### src/rtl/nmgs_col_cell.sv
// ----------------------------------------------------------------------------
// nmgs_col_cell
// One window column (top, middle, bottom sample) of the 3x3 window chain.
// Loads the column from its left neighbor on every advance.
// ----------------------------------------------------------------------------
module nmgs_col_cell #(
  parameter int unsigned SAMPLE_BITS = 16
) (
  input  logic                             clk_i,
  input  logic                             rst_ni,
  input  logic                             shift_i,
  input  logic [2:0][SAMPLE_BITS-1:0]      col_i,   // [0] top, [1] mid, [2] bottom
  output logic [2:0][SAMPLE_BITS-1:0]      col_o
);

  logic [2:0][SAMPLE_BITS-1:0] col_q;

  // Column register, advances with the window
  always_ff @(posedge clk_i or negedge rst_ni) begin
    if (!rst_ni) begin
      col_q <= '0;
    end else if (shift_i) begin
      col_q <= col_i;
    end
  end

  assign col_o = col_q;

endmodule

### config.mk
export PLATFORM = sky130hd
export DESIGN_NAME = nmgs_col_cell
export DESIGN_NICKNAME = d
export VERILOG_FILES = /design/src/rtl/nmgs_col_cell.sv
export SDC_FILE = /design/constraint.sdc
export NUM_CORES = 1
export LEC_CHECK = 0
export BUFFER_PORTS_ARGS = -buffer_cell sky130_fd_sc_hd__buf_2
export CAP_MARGIN = 20
export CORE_MARGIN = 8
export CORE_UTILIZATION = 47
export CTS_CLUSTER_DIAMETER = 40
export DETAILED_ROUTE_END_ITERATION = 10
export GPL_TIMING_DRIVEN = 0
export PLACE_DENSITY_LB_ADDON = 0.08
export SYNTH_ARGS = -nofsm -noshare
export SYNTH_HDL_FRONTEND = slang
export SYNTH_SLANG_ARGS = --single-unit
### constraint.sdc
create_clock -name clk_i -period 1.3 [get_ports clk_i]
set_input_delay 0.195 -clock clk_i [delete_from_list [all_inputs] [get_ports clk_i]]
set_output_delay 0.195 -clock clk_i [all_outputs]
set_load 0.01 [all_outputs]
### Word-level counts from Yosys, hierarchy flattened

Cells that the tools add are included.

| word-level totals | value |
|---|---|
| register bits | 48 |
| word-level logic and storage cells | 3 |
| output and inout bits | 48 |

### Longest topological paths before layout

| depth | value |
|---|---|
| word-level depth | 0 |
| mapped depth | 3 |

### Least setup slack after synthesis

OpenSTA, ideal clock, no wires.

| timing path | value |
|---|---|
| path kind | input -> register |
| start point | in shift_i |
| end point | reg col_q (netlist bit col_o[0]) |
| library setup time | 125 ps |
| buffers on the path | 2 |
| required time | 1175 ps |
| setup slack | 402 ps |
| stages on the path | 3 |
| arrival | 773 ps |
| cells stage by stage | buf_6 > buf_6 > mux2_4 |

RTL lines:

| item | RTL line | text |
|---|---|---|
| from (decl) | 11 | `input logic shift_i,` |
| to (signal assigned) | 23 | `col_q <= col_i;` |
| to (decl) | 16 | `logic [2:0][SAMPLE_BITS-1:0] col_q;` |

No word-level cell between the ends.

### Worst setup path after layout

| timing path | value |
|---|---|
| start point | reg col_q (netlist bit col_o[6]) |
| end point | out col_o[6] (netlist bit) |

RTL lines:

| item | RTL line | text |
|---|---|---|
| to (decl) | 13 | `output logic [2:0][SAMPLE_BITS-1:0] col_o` |

No word-level cell between the ends.

==> flow_metrics.env <==
export IMPL_timing_rr_end="col_o[6]"
export IMPL_final_cell_mix="buf_2, dfrtp_1, mux2_2"
export IMPL_critical_path_top_delay_family="flip-flops"
export IMPL_cp_end_kind="primary output"
export IMPL_whs_ps=126
export IMPL_gp_congestion=0.804
export IMPL_antenna_found_initial=0
export IMPL_coreArea_sq_um=3910
export IMPL_cap_violations=0
export IMPL_r2r_setup_slack_ps=510
export IMPL_fin_tns_setup_ps=0
export IMPL_fin_crit_ps=1040
export IMPL_clk_latency_ps=290
export IMPL_nets=258
export IMPL_syn_avg_cell_area_sq_um=18.4
export IMPL_worstPathArrival_ps=840
export IMPL_synth_seq_cells=48
export IMPL_synth_cell_types=5
export IMPL_hold_class="input port to flip-flop"
export IMPL_drtIter0Drc=83
export IMPL_clkTransAtPathRegs_ps=80
export IMPL_drv_slew=0
export IMPL_p_leak_nw=1.31
export IMPL_grt_usage=0.154
export IMPL_critical_path_class="flip-flop to primary output"
export IMPL_maxSlewHeadroom=0.683
export IMPL_die_height_um=78.9
export IMPL_syn_nets=152
export IMPL_portBuffers=97
export IMPL_slowest_delay_ps=400
export IMPL_critPathBufInv=1
export IMPL_cts_sinks=48
export IMPL_min_to="col_o[31]"
export IMPL_tightest_slew_ps=475
export IMPL_hp_start="col_i[31]"
export IMPL_yosysSeqAreaShare=0.646
export IMPL_worstPathRequired_ps=1110
export IMPL_yosys_warnings=0
export IMPL_grt_pass1_vias=1485
export IMPL_grt_pass1_wl_mm=7.29
export IMPL_finalHoldViolations=0
export IMPL_clock_skew_ps=0
export IMPL_worst_path_stages=1
export IMPL_status="complete, no violations"
export IMPL_cts_tree="done"
export IMPL_area_growth_pct=36.2
export IMPL_drive_gt1_frac=0.763
export IMPL_grt_setup_unrepaired="no"
export IMPL_crit_path_max_fanout=2
export IMPL_fin_crit_sh=0.799
export IMPL_post_cts_buffers=0
export IMPL_largest_reg_flops=48
export IMPL_start_util=0.475
export IMPL_r2r_start="col_o[6]"
export IMPL_std_cell_rows=23
export IMPL_setup_viol=0
export IMPL_drc=0
export IMPL_vias=1234
export IMPL_die_w_um=78.9
export IMPL_overflow=0
export IMPL_clockRootBuffer="clkbuf_8"
export IMPL_layout_commonest_cell="buf_2"
export IMPL_stdcell_count=257
export IMPL_place_hpwl_mm=3.61
export IMPL_power_density_nw_per_um2=1280
export IMPL_holdPathStages=2
export IMPL_drt_pre_antenna_iters=3
export IMPL_synthesis_instances=101
export IMPL_worst_ir_drop_vdd_mv=0.725
export IMPL_path_cells="buf_2"
export IMPL_wl_per_cell_um=17.8
export IMPL_clk_path_buf_depth=2
export IMPL_dp_cells=248
export IMPL_cts_htree_levels=2
export IMPL_routed_wl_mm=4.58
export IMPL_syn_cell_area_sq_um=1860
export IMPL_diodes=0
export IMPL_vias_per_cell=4.80
export IMPL_pin_count=99
export IMPL_grt_max_degree=49
export IMPL_cts_buffers=5
export IMPL_ant_nets=0
export IMPL_die_area_sq_um=6230
export IMPL_startpoint_type="flip-flop"
export IMPL_crit_slowest_cell="dfrtp_1"
export IMPL_fmax_mhz=963
export IMPL_fillerInstances=312
export IMPL_r2r_cells=1
## cell usage after synthesis
library cell / n / area (sq um)
buf_2: 2 / 10.0
mux2_2: 28 / 315
buf_6: 3 / 33.8
mux2_4: 20 / 300
dfrtp_1: 48 / 1200
## layer usage
metal  vias to the layer above  routed length, um  global-route usage  share of wire
met5                         -                  0                   0              0
li1                        562                  -                   -              -
met2                        52               2430               0.278           0.53
met4                         0                104              0.0796          0.023
met3                        10                429              0.0632          0.094
met1                       610               1610               0.145           0.35
## how the worst max path moves through the flow
stage / to / startpoint
after CTS: col_o[37] / col_o[37]
after floorplan: col_o[0] / shift_i
final: col_o[6] / col_o[6]
after global placement: col_o[27] / rst_ni
after detailed placement: col_o[28] / rst_ni
after global routing: col_o[47] / col_o[47]
## cell type report
cell class	count	area, sq um	share of cell area
plain buffers	5	43.8	0.0173
clock buffers	7	96.3	0.0380
multi-input cells	48	616	0.243
flip-flops and latches	48	1200	0.474
well taps	50	62.6	0.0247
repair buffers	99	515	0.203
## kinds of logic (layout without fill, tap and decap cells)
group / count (synthesis) / count (layout) / synth area share
buffers and inverters: 5 / 111 / 0.0235
multiplexers: 48 / 48 / 0.331
flip-flops: 48 / 48 / 0.646
## stage by stage
step | instance area, sq um | total power [W] | worst slack, ps | util
floorplan | 1860 | 0.00205 | 402 | -
global placement | 2410 | 0.00232 | 247 | 0.615
detailed placement | 2410 | 0.00235 | 175 | 0.615
CTS | 2500 | 0.00329 | 251 | 0.640
global route | 2530 | 0.00341 | 227 | 0.648
finish | 2530 | 0.00324 | 261 | 0.648
## power by group
| part | switching, W | total [W] | internal [W] |
|---|---|---|---|
| clock network | 0.000445 | 0.000918 | 0.000473 |
| registers | 0.0000755 | 0.00172 | 0.00164 |
| logic | 0.000267 | 0.000604 | 0.000338 |
## repair_timing
item                                   in CTS  in global routing
endpoints found under the hold margin       0                 20
hold buffers                                0                  1
gates resized for setup                     0                  0
Power figures use the tool's default switching activity.
