==> config.mk <==
export PLATFORM = sky130hd
export DESIGN_NAME = nmgs_ram
export DESIGN_NICKNAME = d
export VERILOG_FILES = /design/src/rtl/nmgs_ram.sv
export SDC_FILE = /design/constraint.sdc
export NUM_CORES = 2
export LEC_CHECK = 0
export BUFFER_PORTS_ARGS = -buffer_cell sky130_fd_sc_hd__buf_2
export CORE_MARGIN = 3
export CORE_UTILIZATION = 60
export DETAILED_ROUTE_END_ITERATION = 10
export PLACE_DENSITY = 0.76
export SYNTH_ARGS = -nofsm -noshare
export SYNTH_HDL_FRONTEND = slang
export SYNTH_SLANG_ARGS = --single-unit
==> constraint.sdc <==
create_clock -name clk_i -period 2.6 [get_ports clk_i]
set_clock_uncertainty 0.2 [all_clocks]
set_input_delay 0.13 -clock clk_i [delete_from_list [all_inputs] [get_ports clk_i]]
set_output_delay 0.13 -clock clk_i [all_outputs]
set_load 0.02 [all_outputs]
==> src/rtl/nmgs_ram.sv <==
// ----------------------------------------------------------------------------
// nmgs_ram
// Generic simple dual-port RAM: one write port, one registered read port.
// ----------------------------------------------------------------------------
module nmgs_ram #(
  parameter int unsigned WIDTH = 8,
  parameter int unsigned DEPTH = 256,
  localparam int unsigned AddrBits = (DEPTH > 1) ? $clog2(DEPTH) : 1
) (
  input  logic                clk_i,
  input  logic                wr_en_i,
  input  logic [AddrBits-1:0] wr_addr_i,
  input  logic [WIDTH-1:0]    wr_data_i,
  input  logic                rd_en_i,
  input  logic [AddrBits-1:0] rd_addr_i,
  output logic [WIDTH-1:0]    rd_data_o
);

  logic [WIDTH-1:0] mem_q [DEPTH];
  logic [WIDTH-1:0] rd_data_q;

  // Storage array and read register
  always_ff @(posedge clk_i) begin
    if (wr_en_i) begin
      mem_q[wr_addr_i] <= wr_data_i;
    end
    if (rd_en_i) begin
      rd_data_q <= mem_q[rd_addr_i];
    end
  end

  assign rd_data_o = rd_data_q;

endmodule

### After elaboration in Yosys (flattened, before gate mapping)

Memory sizes are Yosys's and may differ from the RTL's. A register that Yosys moved wholly into a read port is not among the register bits.
Cells that the tools add are included.

| word-level totals | value |
|---|---|
| register bits after elaboration | 0 |
| RAM bits | 2048 |
| input bits | 27 |
| output and inout bits | 8 |
| word-level logic and storage cells | 3 |
| memories kept | 1 |

| cells by class | value |
|---|---|
| muxes and demuxes | 2 |

Memories:

| memory | depth | width | rd ports | clocked after Yosys merged registers in | write ports | line | text |
|---|---|---|---|---|---|---|---|
| mem_q | 256 | 8 | 1 | 1 | 1 | 19 | `logic [WIDTH-1:0] mem_q [DEPTH];` |

Operators with widths:

| cell | count |
|---|---|
| $mux W1 | 2 |

### Longest topological paths before layout

| logic depth | value |
|---|---|
| depth after elaboration | 2 |
| mapped depth | 11 |

### Worst setup path after synthesis

No wires, ideal clock.

| timing | value |
|---|---|
| path type | in2reg |
| start point | input rd_addr_i[0] |
| end point | register rd_data_q[2], in the netlist rd_data_o[2] (read register of mem_q) (data pin) |
| library setup time | 0.269 ns |
| data arrival time | 1.937 ns |
| data required time | 2.131 ns |
| path slack | 0.194 ns |
| cell stages on the path | 9 |
| buffers on the path | 4 |
| path through | buf_6 -> buf_12 -> buf_8 -> buf_2 -> mux4_2 -> a22oi_1 -> a21oi_1 -> nor4_1 -> nor4_2 |

RTL lines:

| element | line | text |
|---|---|---|
| start, declared | 15 | `input logic [AddrBits-1:0] rd_addr_i,` |
| end, declared | 20 | `logic [WIDTH-1:0] rd_data_q;` |

==> results.cfg <==
[outcome]
status = finished with violations
violations = negative setup slack

[place]
gp_congestion = 0.9015
placed_area_um2 = 86940
portBuffers = 34
dp_hpwl_um = 130600
place_inst = 6017

[critical_path]
critPathCaptureType = register
worstSetupStartpointType = register
critPathArrivalTime_ns = 3.05
cp_max_fo = 1
worstSetupPathType = register to register
critPathRequiredTime_ns = 2.97

[power_and_ir_drop]
vdd_drop_max_v = 0.0007656
p_leak_nw = 30.54
power.density_nw_per_um2 = 727.8
power_w = 0.06810

[global_routing]
grt_start_max_net_pins = 101
grt_pass1_wl_um = 299600
grt.total_usage_pct = 30.52
overflow = 0
grt_antenna_before_repair = 10
grt_pass1_vias = 43364

[floorplanning]
start_util_pct = 60.50
die_area_um2 = 137100
ios = 35
fp.dieW_um = 370.3
fp-row-count = 133
die_y_um = 370.3
core_um2 = 131600

[timing]
hold_viol_final = 0
fin_crit_ns = 2.683
final-max-slew-violation-count = 0
rsz0062_at_grt = yes
worst_pin_slew_ns = 0.7317
setup_viol = 3
whs_ns = 0.08543
min_period_over_period_pct = 103.2
relSlewSlack_pct = 49.96
timing.final.ws_setup_ns = -0.08348
fmax_mhz = 372.7

[synth]
yosys_warnings = 0
syn_nets = 3760
ys_ff_latch = 2056
synth_area_um2 = 79640
synth_edf_count = 2056
synth_top_area_share_pct = 77.53
syn_inst = 3733
synth-seq-area-share_pct = 77.53
syn_area_per_cell_um2 = 21.33
synth.area.top_cells = edfxtp_1 (78%), mux4_2 (13%), mux2i_1 (1.7%)
synth-async-reset-ratio_pct = 0
ys_types = 54
yosysTopAreaCell = edfxtp_1
synthFlopType = edfxtp_1

[cts]
cts-root-buf = clkbuf_16
cts.path.max_buffers = 3
tritoncts.num_buffers = 194
cts_htree_levels = 4
clock_latency_ns = 0.83
clkTransAtPathRegs_ns = 0.06
numClockSinks = 2056
cts_tree = done

[routing]
route.vias.total = 42758
via_per_inst = 6.684
ant_nets = 0
wl_per_cell_um = 32.08
drt_iter0_drc = 6474
routed_wirelength_um = 205200
drtPass1Iterations = 9
drc = 0

[cells_and_area]
final_cell_count_no_fill = 6397
syn_to_final_growth_pct = 17.49
utilization_pct = 71.08
final_area_um2 = 93560
drive_gt1_share_pct = 33.11
final_net_count = 4501
final_common_cell = edfxtp_1
final_cell_mix = edfxtp_1 (2056), buf_4 (663), mux4_2 (454), nor2_1 (278), clkbuf_16 (199)

[run]
drv_cap = 0

[hold_path]
hold_class = primary input to register
## Yosys cell counts (3+ instances only)
master,number
a21oi_1,96
nor4_1,24
o22ai_1,28
buf_12,8
nor2b_1,31
clkbuf_1,111
a22oi_1,133
o22a_1,5
a211oi_1,16
o32ai_1,4
edfxtp_1,2056
buf_4,27
nor2_1,282
a22o_1,8
nand4_1,10
a221oi_1,13
mux4_2,454
o221ai_1,46
buf_2,31
nor4_2,3
nand2_1,33
nor3_1,22
buf_8,13
nand2b_1,8
o21ai_0,10
o211ai_1,10
or2_2,4
mux2i_1,134
nand3_1,34
buf_1,22
and2_1,6
buf_6,21
## logic make-up after synthesis
| family | after synthesis | share of synthesized area, % |
|---|---|---|
| buffers and inverters | 235 | 1.829 |
| muxes | 591 | 14.60 |
| AOI/OAI and AO/OA | 385 | 3.416 |
| and+or+nand+nor | 466 | 2.625 |
| DFF | 2056 | 77.53 |
## registers in the layout, summed over array words and instances, names as in the netlist
signal     count
mem_q       2048
rd_data_o      8
## final cells by class
cell class	count	area, um2
clock buffer	238	5126
fill	7330	38070
sequential	2056	61740
timing repair buffer	778	6684
multi-input combinational	1442	16760
clock inverter	117	1026
inverter	2	7.507
tap	1755	2196
antenna	9	22.52
## path summary, 6_finish.rpt
path                              startpoint           end  slack [ns]  cells past startpoint
worst max-delay path            mem_q[80][7]  rd_data_o[7]       -0.08                      6
worst min-delay path                 rd_en_i  rd_data_o[7]        0.09                      2
worst max register to register  mem_q[80][7]  rd_data_o[7]       -0.08                      6
worst min register to register  mem_q[41][3]  rd_data_o[3]        0.77                      6
## critical path: stages (launching register included)
cell and delay (ns):
edfxtp_1 0.38, mux4_2 0.51, mux4_2 0.53, nor2b_4 0.17, nor4_4 0.40, buf_4 0.20
nor4_2 0.04
## timing repair
action	CTS	global route
pin swaps	7	17
resized for setup	30	18
setup buffers	0	0
endpoints found under the setup margin	7	8
hold endpoints to repair	1838	0
hold buffers	19	0
## per-layer routing
metal / GRT usage [%] / routed length (um) / share of wire (%)
met5: 0 / 24 / 0.012
met4: 13.62 / 10020 / 4.9
met3: 6.845 / 23790 / 12
met2: 48.57 / 100400 / 49
met1: 41.11 / 70950 / 35
## metrics by stage
step           setup slack (ns)  TNS (ns)
2_1_floorplan            0.1939         0
3_3_place_gp             -1.335    -7.269
3_5_place_dp             -1.351    -7.588
4_1_cts                -0.06415  -0.06665
5_1_grt                -0.07679   -0.1808
6_report               -0.08348   -0.1669
## where the power goes
| part | switching [W] | internal [W] | leakage [nW] |
|---|---|---|---|
| Sequential | 0.0000375 | 0.0365 | 18.5 |
| Clock | 0.0120 | 0.0156 | 3.02 |
| Combinational | 0.00235 | 0.00159 | 9.03 |
Power figures use the tool's default switching activity.
