**src/rtl/nmgs_result_fifo.sv**
```systemverilog
// ----------------------------------------------------------------------------
// nmgs_result_fifo
// Small result queue that takes zero, one or two entries per cycle and
// hands out one entry per transfer. The caller checks room via count_o.
// ----------------------------------------------------------------------------
module nmgs_result_fifo #(
  parameter int unsigned WIDTH = 8,
  parameter int unsigned DEPTH = 4,
  localparam int unsigned PtrBits = (DEPTH > 1) ? $clog2(DEPTH) : 1,
  localparam int unsigned CntBits = $clog2(DEPTH + 1)
) (
  input  logic                       clk_i,
  input  logic                       rst_ni,
  input  logic [1:0]                 push_num_i,   // 0, 1 or 2 entries
  input  logic [1:0][WIDTH-1:0]      push_data_i,  // [0] goes out first
  output logic [CntBits-1:0]         count_o,
  output logic                       pop_valid_o,
  input  logic                       pop_ready_i,
  output logic [WIDTH-1:0]           pop_data_o
);

  logic [WIDTH-1:0]   entry_q [DEPTH];
  logic [PtrBits-1:0] wr_ptr_q, wr_ptr_d, rd_ptr_q, rd_ptr_d, wr_ptr_nx;
  logic [CntBits-1:0] count_q, count_d;
  logic               pop;

  assign pop         = pop_valid_o && pop_ready_i;
  assign pop_valid_o = (count_q != '0);
  assign pop_data_o  = entry_q[rd_ptr_q];
  assign count_o     = count_q;
  assign wr_ptr_nx   = wr_ptr_q + PtrBits'(1);

  // Pointer and fill arithmetic
  always_comb begin
    wr_ptr_d = wr_ptr_q + PtrBits'(push_num_i);
    rd_ptr_d = rd_ptr_q + PtrBits'(pop);
    count_d  = count_q + CntBits'(push_num_i) - CntBits'(pop);
  end

  always_ff @(posedge clk_i or negedge rst_ni) begin
    if (!rst_ni) begin
      wr_ptr_q <= '0;
      rd_ptr_q <= '0;
      count_q  <= '0;
    end else begin
      wr_ptr_q <= wr_ptr_d;
      rd_ptr_q <= rd_ptr_d;
      count_q  <= count_d;
    end
  end

  // Entry writes, second entry lands one slot after the first
  always_ff @(posedge clk_i) begin
    if (push_num_i != 2'd0) begin
      entry_q[wr_ptr_q] <= push_data_i[0];
    end
    if (push_num_i == 2'd2) begin
      entry_q[wr_ptr_nx] <= push_data_i[1];
    end
  end

endmodule

```
**config.mk**
```make
export PLATFORM = sky130hd
export DESIGN_NAME = nmgs_result_fifo
export DESIGN_NICKNAME = d
export VERILOG_FILES = /design/src/rtl/nmgs_result_fifo.sv
export SDC_FILE = /design/constraint.sdc
export NUM_CORES = 1
export LEC_CHECK = 0
export BUFFER_PORTS_ARGS = -buffer_cell sky130_fd_sc_hd__clkbuf_2
export CAP_MARGIN = 20
export CORE_MARGIN = 5
export CORE_UTILIZATION = 43
export CTS_CLUSTER_DIAMETER = 80
export DETAILED_ROUTE_END_ITERATION = 10
export GPL_ROUTABILITY_DRIVEN = 0
export PLACE_DENSITY_LB_ADDON = 0.12
export SLEW_MARGIN = 30
export SYNTH_ARGS = -nofsm -noshare
export SYNTH_HDL_FRONTEND = slang
export SYNTH_SLANG_ARGS = --single-unit
```
**constraint.sdc**
```tcl
create_clock -name clk_i -period 2.15 [get_ports clk_i]
set_input_delay 0.1075 -clock clk_i [delete_from_list [all_inputs] [get_ports clk_i]]
set_output_delay 0.1075 -clock clk_i [all_outputs]
set_load 0.01 [all_outputs]
```
# Word-level counts from Yosys, hierarchy flattened
# Memories as Yosys holds them, arrays and structs flattened.
# Cells that the tools add are included.
# totals
register_bits	7
ram_bits	32
input_bits	21
output_inout_bits	12
elab_cells	17
n_memories	1
# memory_table
name	words	width	read_ports	rd_ports_with_merged_regs	wr	line	text
entry_q	4	8	1	0	2	22	logic [WIDTH-1:0] entry_q [DEPTH];
# op_classes
n_addsub	5
n_eq_ne	1
n_mux	4
reduce_logical	3
# op_table
op	n
$mux 1	4
$add 3x2->3	1
$reduce_bool 3->1	1
$sub 3x1->3	1
$add 2x1->2	1
$add 2x1->2 const B	1
$add 2x2->2	1
$eq 2x2->1 const B	1
$reduce_bool 2->1	1
$logic_and 1x1->1	1

# Logic depth before layout (Yosys ltp)
# Gate-level depths: netlist of run 1.
# logic_depth
word_depth	3
depth_mapped	7
mapped_depth_nobuf	7

# Worst setup path before layout of run 1
# OpenSTA, ideal clock, no wires.
# synth_path
kind	flip-flop to flip-flop
start	reg wr_ptr_q[0]
end	mem entry_q[0][0] (enable)
setup_time_ns	0.387
arrival_ns	1.278
required_ns	1.763
path_slack_ns	0.486
stages_incl_launch_ff	3
n_path_buf	1
period_less_slack_ns	1.664
cell_sequence	dfrtp_1 clkbuf_1 o31ai_1
# synth_lines
element	line	text
start, declared	23	logic [PtrBits-1:0] wr_ptr_q, wr_ptr_d, rd_ptr_q, rd_ptr_d, wr_ptr_nx;
start signal, assigned	46	wr_ptr_q <= wr_ptr_d;
end, declared	22	

==> metrics.cfg, run 1 <==
[sta]
final_period_util_pct = 84.9
maximum_operating_frequency_mhz = 548
hold_violations = 0
slew_violations = 0
post-route-worst-setup-slack_ps = 325
slew-limit-headroom_pct = 65.4
setup_viol = 0
setup_total_negative_slack_ps = 0
setup_repair_after_global_routing_missed_its_margin = no
layout_min_cycle_time_ps = 1830
tightestPinTransition_ps = 512
finalClockSkew_ps = 4.49

[yosys]
synth_xor_xnor_area_share_pct = 2.65
synthesis.instances = 118
synth_top_family_by_area = multiplexers
synth_simple_gate_area_share_pct = 3.85
async_set_or_reset_flop_fraction_in_the_synthesized_netlist_pct = 17.9
yosys_warnings = 0
synth.area.mux_share_pct = 28.3
synthesis.nets = 143
yosys_register_bits = 39
synth_sequential_area_ratio_pct = 57.4
synth_compound_area_share_pct = 2.34
mapped_area_um2 = 1980
post_synth_edffs = 32
avgSynthCellArea_um2 = 16.8
post_synth_fa_ha_maj_area_fraction_pct = 2.91
synthDistinctLibCells = 25
postSynth.topFlopCell = edfxtp_1

[global_routing]
grt_pass1_wl_mm = 6.63
grtUsageTotal_pct = 14.3
gr-total-overflow = 0
number_of_global_route_vias_before_repair = 1308
largest_net_degree_at_the_start_of_global_routing = 12
grt_antenna_before_repair = 0

[drt]
num_vias = 1156
met1Wirelength_mm = 1.76
viasPerCell = 5.28
finalWirelength_mm = 3.92
wl_met3_um = 173
first_pass_iters = 3
wire_per_inst_um = 17.9
drt_iter0_drc = 71
dr_wl_met2_mm = 1.93
drc_errors = 0
dr.max_layer_used = met4
route.antenna.remaining_nets = 0

[finish]
final_cell_mix = edfxtp_1 (32), clkbuf_2 (32), mux2_2 (29), buf_4 (15), mux4_2 (8)
finish.utilization_pct = 54.3
antenna-diode-count = 0
multiInputGateArea_um2 = 800
areaGrowthSynthToFinish_pct = 21.1
proportion_of_layout_cells_with_a_drive_suffix_above_1_pct = 55.7
ff_latch_area_um2 = 1140
design.final.nets = 191
layout.filler_cells = 372

[critical_path]
rr_startpoint = wr_ptr_q[1]
critPathMaxFanout = 9
setup.reg_to_reg.worst_slack_ps = 320
ff_to_ff_end = entry_q[3][1]
start_kind = flip-flop
worst-r2r-cell-count = 3
worst-setup-path-type = flip-flop to flip-flop
critPathCaptureType = flip-flop
cp.required_ps = 2190
crit_arrival_ps = 1870

[power]
worst_ir_drop_vdd_mv = 0.650
power_density_nw_per_um2 = 1230
power_mw = 2.94
static_power_due_to_leakage_nw = 0.937

[clock_tree]
clkSlewWorstSetupHoldPaths_ps = 70
h-tree-depth = 2
cts_num_sinks = 39
tritoncts.num_buffers = 5
root_buf_cell = clkbuf_8
worst_skew_pair.late_latency_ps = 290
cts_max_path_buffers = 2
tritoncts = yes
post_cts_resize_count = 0

[status]
status = completed

[hold_path]
timing.hold.worst_path_depth = 3
endpoint_of_the_worst_hold_path = rd_ptr_q[0]
holdCritStartpoint = pop_ready_i
hold_path_class = input pin to flip-flop

[floorplanning]
initial_utilization_pct = 44.9
die_h_um = 77.9
die_w_um = 77.9
floorplan.rows = 24
io_pins = 33
die_area_um2 = 6060
fp.coreArea_um2 = 4410

[job]
max_capacitance_violation_count = 0

[placed_design]
numPortBuffers = 32
hpwl_mm = 3.03
post-place-ws_ps = 310

per-layer routing:
metal / vias to the layer above / global-route usage (%)
li1: 559 / -
met1: 566 / 18.6
met2: 24 / 23.2
met3: 7 / 4.05
met4: 0 / 4.64
met5: - / 0
power breakdown:
| group | switching, mW | leakage, nW | internal [mW] |
|---|---|---|---|
| registers | 0.214 | 0.382 | 1.13 |
| clock network | 0.243 | 0.0403 | 0.221 |
| logic | 0.505 | 0.515 | 0.634 |
layout make-up:
class,instances,area share (%)
Clock buffer,6,3.03
Multi-Input combinational cell,67,33.3
Sequential cell,39,47.4
Inverter,4,0.626
Tap cell,52,2.71
Clock inverter,2,0.313
Timing Repair Buffer,49,12.6
state kept, by name, summed over array words and instances, names as in the netlist:
register / cells
entry_q: 32
rd_ptr_q: 2
count_o: 3
wr_ptr_q: 2
what timing repair did:
action,CTS,global route
hold buffers,1,0
buffers inserted,0,0
hold endpoints to repair,7,0
synth_stat cells (all sizes together), types with 2 or more instances:
| library cell | number | share of area (%) |
|---|---|---|
| nor2 | 3 | 0.57 |
| mux2 | 32 | 18 |
| buf | 6 | 1.5 |
| nor4bb | 2 | 1.0 |
| xnor2 | 5 | 2.2 |
| edfxtp | 32 | 49 |
| inv | 4 | 0.76 |
| mux4 | 8 | 9.1 |
| dfrtp | 7 | 8.8 |
| ha | 3 | 1.9 |
| o31ai | 2 | 0.76 |
| mux2i | 2 | 1.0 |
| clkbuf | 2 | 0.38 |
worst max-delay path, cell delays in order (launching register included):
cell      delay [ps]
dfrtp_1          540
nor4bb_1         470
buf_4            230
mux2_2           330
stage by stage:
step / cell area, um^2 / instances / hold WS (ps)
floorplan: 1980 / 118 / -188
global placement: 2310 / 210 / -44.6
detailed placement: 2310 / 210 / -45.2
CTS: 2400 / 219 / 92.3
global route: 2400 / 219 / 135
finish: 2400 / 219 / 94.3
how the worst max path moves through the flow:
stage,start,end,slack (ps),cells past startpoint
6_report,wr_ptr_q[1],entry_q[3][1],320,3
4_1_cts,wr_ptr_q[1],entry_q[3][1],310,3
3_3_place_gp,wr_ptr_q[0],entry_q[3][2],290,3
5_1_grt,wr_ptr_q[1],entry_q[3][5],240,3
3_5_place_dp,wr_ptr_q[0],entry_q[3][1],310,3
2_1_floorplan,wr_ptr_q[0],entry_q[0][0],490,2
logic make-up after synthesis:
group | Yosys count
compound gates | 6
xor+xnor | 6
fa+ha+maj | 4
buf+inv | 12
flops | 39
mux | 42
simple gates | 9
Note: power is estimated with default switching activity, not from simulation.
==> run 2: changes to the inputs <==
Clock period 2.15 ns to 1.8 ns, I/O delays scaled along.
==> metrics.cfg, run 2 (synthesized netlist as in run 1, its figures left out) <==
[status]
status = completed

[global_routing]
global_route.peak_usage_layer = met2
grt_use_met3_pct = 4.63
number_of_global_route_vias_before_repair = 1268
globalRouteMet1Util_pct = 19.2
gr-total-overflow = 0
use_met2_pct = 23.6
largest_net_degree_at_the_start_of_global_routing = 13
grt_antenna_before_repair = 0
grtUsageTotal_pct = 14.8
grt_pass1_wl_mm = 6.73

[clock_tree]
clkSlewWorstSetupHoldPaths_ps = 80
cts_max_path_buffers = 2
tritoncts = yes
worst_skew_pair.late_latency_ps = 290
h-tree-depth = 2
tritoncts.num_buffers = 5
root_buf_cell = clkbuf_8
cts_num_sinks = 39
post-cts-setup-buffers = 0

[critical_path]
critPathCaptureType = flip-flop
critPathMaxFanout = 8
worst-setup-path-type = flip-flop to flip-flop
start_kind = flip-flop
crit_arrival_ps = 1710
cp.required_ps = 1840

[sta]
setup_viol = 0
setup_repair_after_global_routing_missed_its_margin = no
setup_total_negative_slack_ps = 0
slew_violations = 0
layout_min_cycle_time_ps = 1660
finalClockSkew_ps = 5.12
final_period_util_pct = 92.4
hold_violations = 0
maximum_operating_frequency_mhz = 601
tightestPinTransition_ps = 543
slew-limit-headroom_pct = 63.5

[power]
worst_ir_drop_vdd_mv = 0.885
static_power_due_to_leakage_nw = 0.947
p_int_mw = 2.38
comb_power_share_pct = 39.8
power_density_nw_per_um2 = 1480
p_sw_share_pct = 33.0
net_switching_power_mw = 1.17
power_frac_clock_pct = 15.9
power_mw = 3.55
power.share.sequential_pct = 44.2

[finish]
layout.filler_cells = 372
design.final.nets = 191
areaGrowthSynthToFinish_pct = 21.5
flip_flop_count_of_the_largest_register_after_layout = 32
final_cell_mix = edfxtp_1 (32), clkbuf_2 (32), mux2_2 (29), buf_4 (16), mux4_2 (8)
registers.top_by_ff_count = entry_q
proportion_of_layout_cells_with_a_drive_suffix_above_1_pct = 59.3
antenna-diode-count = 0
finish.utilization_pct = 54.5

[placed_design]
numPortBuffers = 32
hpwl_mm = 3.01

[drt]
wire_per_inst_um = 18.6
viasPerCell = 5.35
drc_errors = 0
num_vias = 1172
drt_iter0_drc = 93
route.antenna.remaining_nets = 0
finalWirelength_mm = 4.07
first_pass_iters = 4

[floorplanning]
floorplan.rows = 24
initial_utilization_pct = 44.9
die_area_um2 = 6060
die_w_um = 77.9
die_h_um = 77.9
io_pins = 33
fp.coreArea_um2 = 4410

[hold_path]
hold_path_class = input pin to flip-flop

[job]
max_capacitance_violation_count = 0

[run 2: cell count changes in the layout (fill, tap and decap cells not counted), sizes merged]
cell    before  now
clkbuf      38   37
clkinv       2    3
[run 2: power by group through the flow]
stage / registers [mW] / clock network [mW] / logic [mW]
6_report: 1.57 / 0.566 / 1.42
2_1_floorplan: 1.46 / 0 / 0.945
5_1_grt: 1.61 / 0.628 / 1.54
3_5_place_dp: 1.58 / 0 / 1.43
4_1_cts: 1.56 / 0.583 / 1.44
3_3_place_gp: 1.56 / 0 / 1.41
[run 2: layer usage]
layer | vias up | routed length [um]
met5 | - | 0
met4 | 0 | 51
met3 | 6 | 195
met2 | 31 | 2030
met1 | 576 | 1790
li1 | 559 | -
[run 2: path summary, 6_finish.rpt]
check                      slack [ps]            end         from  cells past startpoint
min in group asynchronous         160    wr_ptr_q[0]       rst_ni                      2
hold / removal                     90    rd_ptr_q[0]  pop_ready_i                      3
max in group asynchronous        1460     count_o[1]       rst_ni                      2
setup / recovery                  140  entry_q[3][0]  wr_ptr_q[0]                      3
hold reg to reg                   590     count_o[2]   count_o[2]                      2
setup reg to reg                  140  entry_q[3][0]  wr_ptr_q[0]                      3
[run 2: critical path, cell delays in order, from the launching register on]
cell,delay (ps)
dfrtp_1,500
nor4bb_2,360
buf_4,220
mux2_2,350
[run 2: timing repair]
item                                    in CTS  in global routing
endpoints found under the setup margin       0                 10
endpoints found under the hold margin        7                  0
hold buffers                                 1                  0
resized for setup                            0                  4
[run 2: cell type report]
cell class	count	area, um^2	share of cell area, %
Clock buffer	5	68.8	2.86
Timing Repair Buffer	49	290	12.1
Multi-Input combinational cell	67	815	33.8
Tap cell	52	65.1	2.70
Sequential cell	39	1140	47.3
Inverter	4	15.0	0.624
Clock inverter	3	15.0	0.624
[run 2: metrics by stage]
| step | worst slack [ps] | cell area [um^2] | std cells | hold slack, ps |
|---|---|---|---|---|
| floorplan | 136 | 1980 | 118 | -206 |
| global placement | 112 | 2300 | 210 | -61.6 |
| detailed placement | 105 | 2300 | 210 | -62.4 |
| CTS | 91.0 | 2390 | 219 | 83.7 |
| global route | 52.6 | 2410 | 219 | 98.1 |
| finish | 136 | 2410 | 219 | 91.4 |
==> run 3: changes to the inputs <==
Settings changed: BUFFER_PORTS_ARGS -buffer_cell sky130_fd_sc_hd__clkbuf_2 to -buffer_cell sky130_fd_sc_hd__buf_2, CORE_MARGIN 5 to 4, CTS_CLUSTER_DIAMETER 80 to unset.
==> metrics.cfg, run 3 (synthesized netlist as in run 1, its figures left out) <==
[finish]
flip_flop_count_of_the_largest_register_after_layout = 32
final_cells = 219
antenna-diode-count = 0
areaGrowthSynthToFinish_pct = 21.0
final_cell_mix = edfxtp_1 (32), buf_2 (32), mux2_2 (29), buf_4 (16), mux4_2 (8)
proportion_of_layout_cells_with_a_drive_suffix_above_1_pct = 57.5
multiInputGateArea_um2 = 807
registers.top_by_ff_count = entry_q
layout.filler_cells = 371
ff_latch_area_um2 = 1140
design.final.nets = 191
finish.utilization_pct = 54.3

[sta]
post-route-worst-setup-slack_ps = 70.9
tightestPinTransition_ps = 462
maximum_operating_frequency_mhz = 578
finalClockSkew_ps = 3.43
slew-limit-headroom_pct = 69.2
setup_viol = 0
hold_violations = 0
layout_min_cycle_time_ps = 1730
setup_repair_after_global_routing_missed_its_margin = no
slew_violations = 0
setup_total_negative_slack_ps = 0
final_period_util_pct = 96.1

[drt]
drt_iter0_drc = 98
wire_per_inst_um = 18.2
num_vias = 1199
finalWirelength_mm = 4.00
first_pass_iters = 4
viasPerCell = 5.47
route.antenna.remaining_nets = 0
drc_errors = 0

[hold_path]
hold_path_class = input pin to flip-flop

[critical_path]
cp.required_ps = 1840
critPathMaxFanout = 8
start_kind = flip-flop
worst_path_max_delay_cell = dfrtp_1
crit_arrival_ps = 1770
timing.critical_path.slowest_cell_delay_ps = 480
critPathCaptureType = flip-flop
worst-setup-path-type = flip-flop to flip-flop
critical_path.cell_chain = nor4bb_1 -> buf_4 -> mux2_2
worstPathBufferInverterCount = 1
timing.critical_path.max_delay_family = flip-flops

[clock_tree]
clkSlewWorstSetupHoldPaths_ps = 70
cts_max_path_buffers = 2
root_buf_cell = clkbuf_8
h-tree-depth = 2
worst_skew_pair.late_latency_ps = 290
cts_num_sinks = 39
tritoncts = yes
tritoncts.num_buffers = 5

[placed_design]
numPlacedInstances = 210
hpwl_mm = 3.09
post-place-ws_ps = 89.9
numPortBuffers = 32

[power]
static_power_due_to_leakage_nw = 0.925
power_density_nw_per_um2 = 1470
power_mw = 3.52
worst_ir_drop_vdd_mv = 0.638

[global_routing]
number_of_global_route_vias_before_repair = 1308
gr-total-overflow = 0
largest_net_degree_at_the_start_of_global_routing = 12
grtUsageTotal_pct = 16.0
grt_antenna_before_repair = 0
grt_pass1_wl_mm = 6.53

[floorplanning]
initial_utilization_pct = 44.9
io_pins = 33
die_h_um = 75.9
die_w_um = 75.9
fp.coreArea_um2 = 4410
floorplan.rows = 24
die_area_um2 = 5760

[job]
max_capacitance_violation_count = 0

[status]
status = completed

run 3: cell types whose count changed in the layout (fill, tap and decap cells not counted), moves of 2 or more:
cell / change
clkbuf_1: +2
buf_2: +32
clkbuf_2: -32
clkinv_2: -2
run 3: report_power, final:
group	internal (mW)	total [mW]	leakage [nW]	switching [mW]
combinational	0.757	1.39	0.503	0.634
sequential	1.35	1.56	0.381	0.214
clock	0.272	0.567	0.0422	0.295
total	2.38	3.52	0.925	1.14
run 3: worst reg2reg max path, stage by stage (launching register included):
cell and delay (ps):
dfrtp_1 480, nor4bb_1 430, buf_4 230, mux2_2 340
run 3: cell type report:
class	count	area share [%]
Multi-Input combinational cell	67	33.7
Clock inverter	1	0.209
Inverter	4	0.627
Sequential cell	39	47.5
Timing Repair Buffer	49	12.1
Tap cell	52	2.72
Clock buffer	7	3.19
run 3: final timing paths:
check	start	to	slack [ps]	cells after the start
worst min register to register	rd_ptr_q[0]	rd_ptr_q[0]	490	1
worst max register to register	wr_ptr_q[0]	entry_q[3][7]	70	3
worst max-delay path	wr_ptr_q[0]	entry_q[3][7]	70	3
min in group asynchronous	rst_ni	rd_ptr_q[1]	150	2
worst min-delay path	pop_ready_i	rd_ptr_q[0]	110	3
max in group asynchronous	rst_ni	count_o[1]	1480	2
run 3: what timing repair did:
action / 4_1_cts / 5_1_grt
resized for setup: 0 / 2
setup buffers: 0 / 0
setup endpoints to repair: 0 / 1
endpoints found under the hold margin: 7 / 0
hold buffers: 1 / 0
run 3: metal layers:
metal	wire, um	global-route usage [%]
met2	2120	27.4
met4	34	4.66
met3	171	4.35
met1	1670	19.7
met5	0	0
run 3: stage by stage:
step / cell area, um^2 / hold slack, ps
finish: 2400 / 114
global route: 2400 / 121
CTS: 2390 / 114
detailed placement: 2300 / -66.8
global placement: 2300 / -71.1
floorplan: 1980 / -206
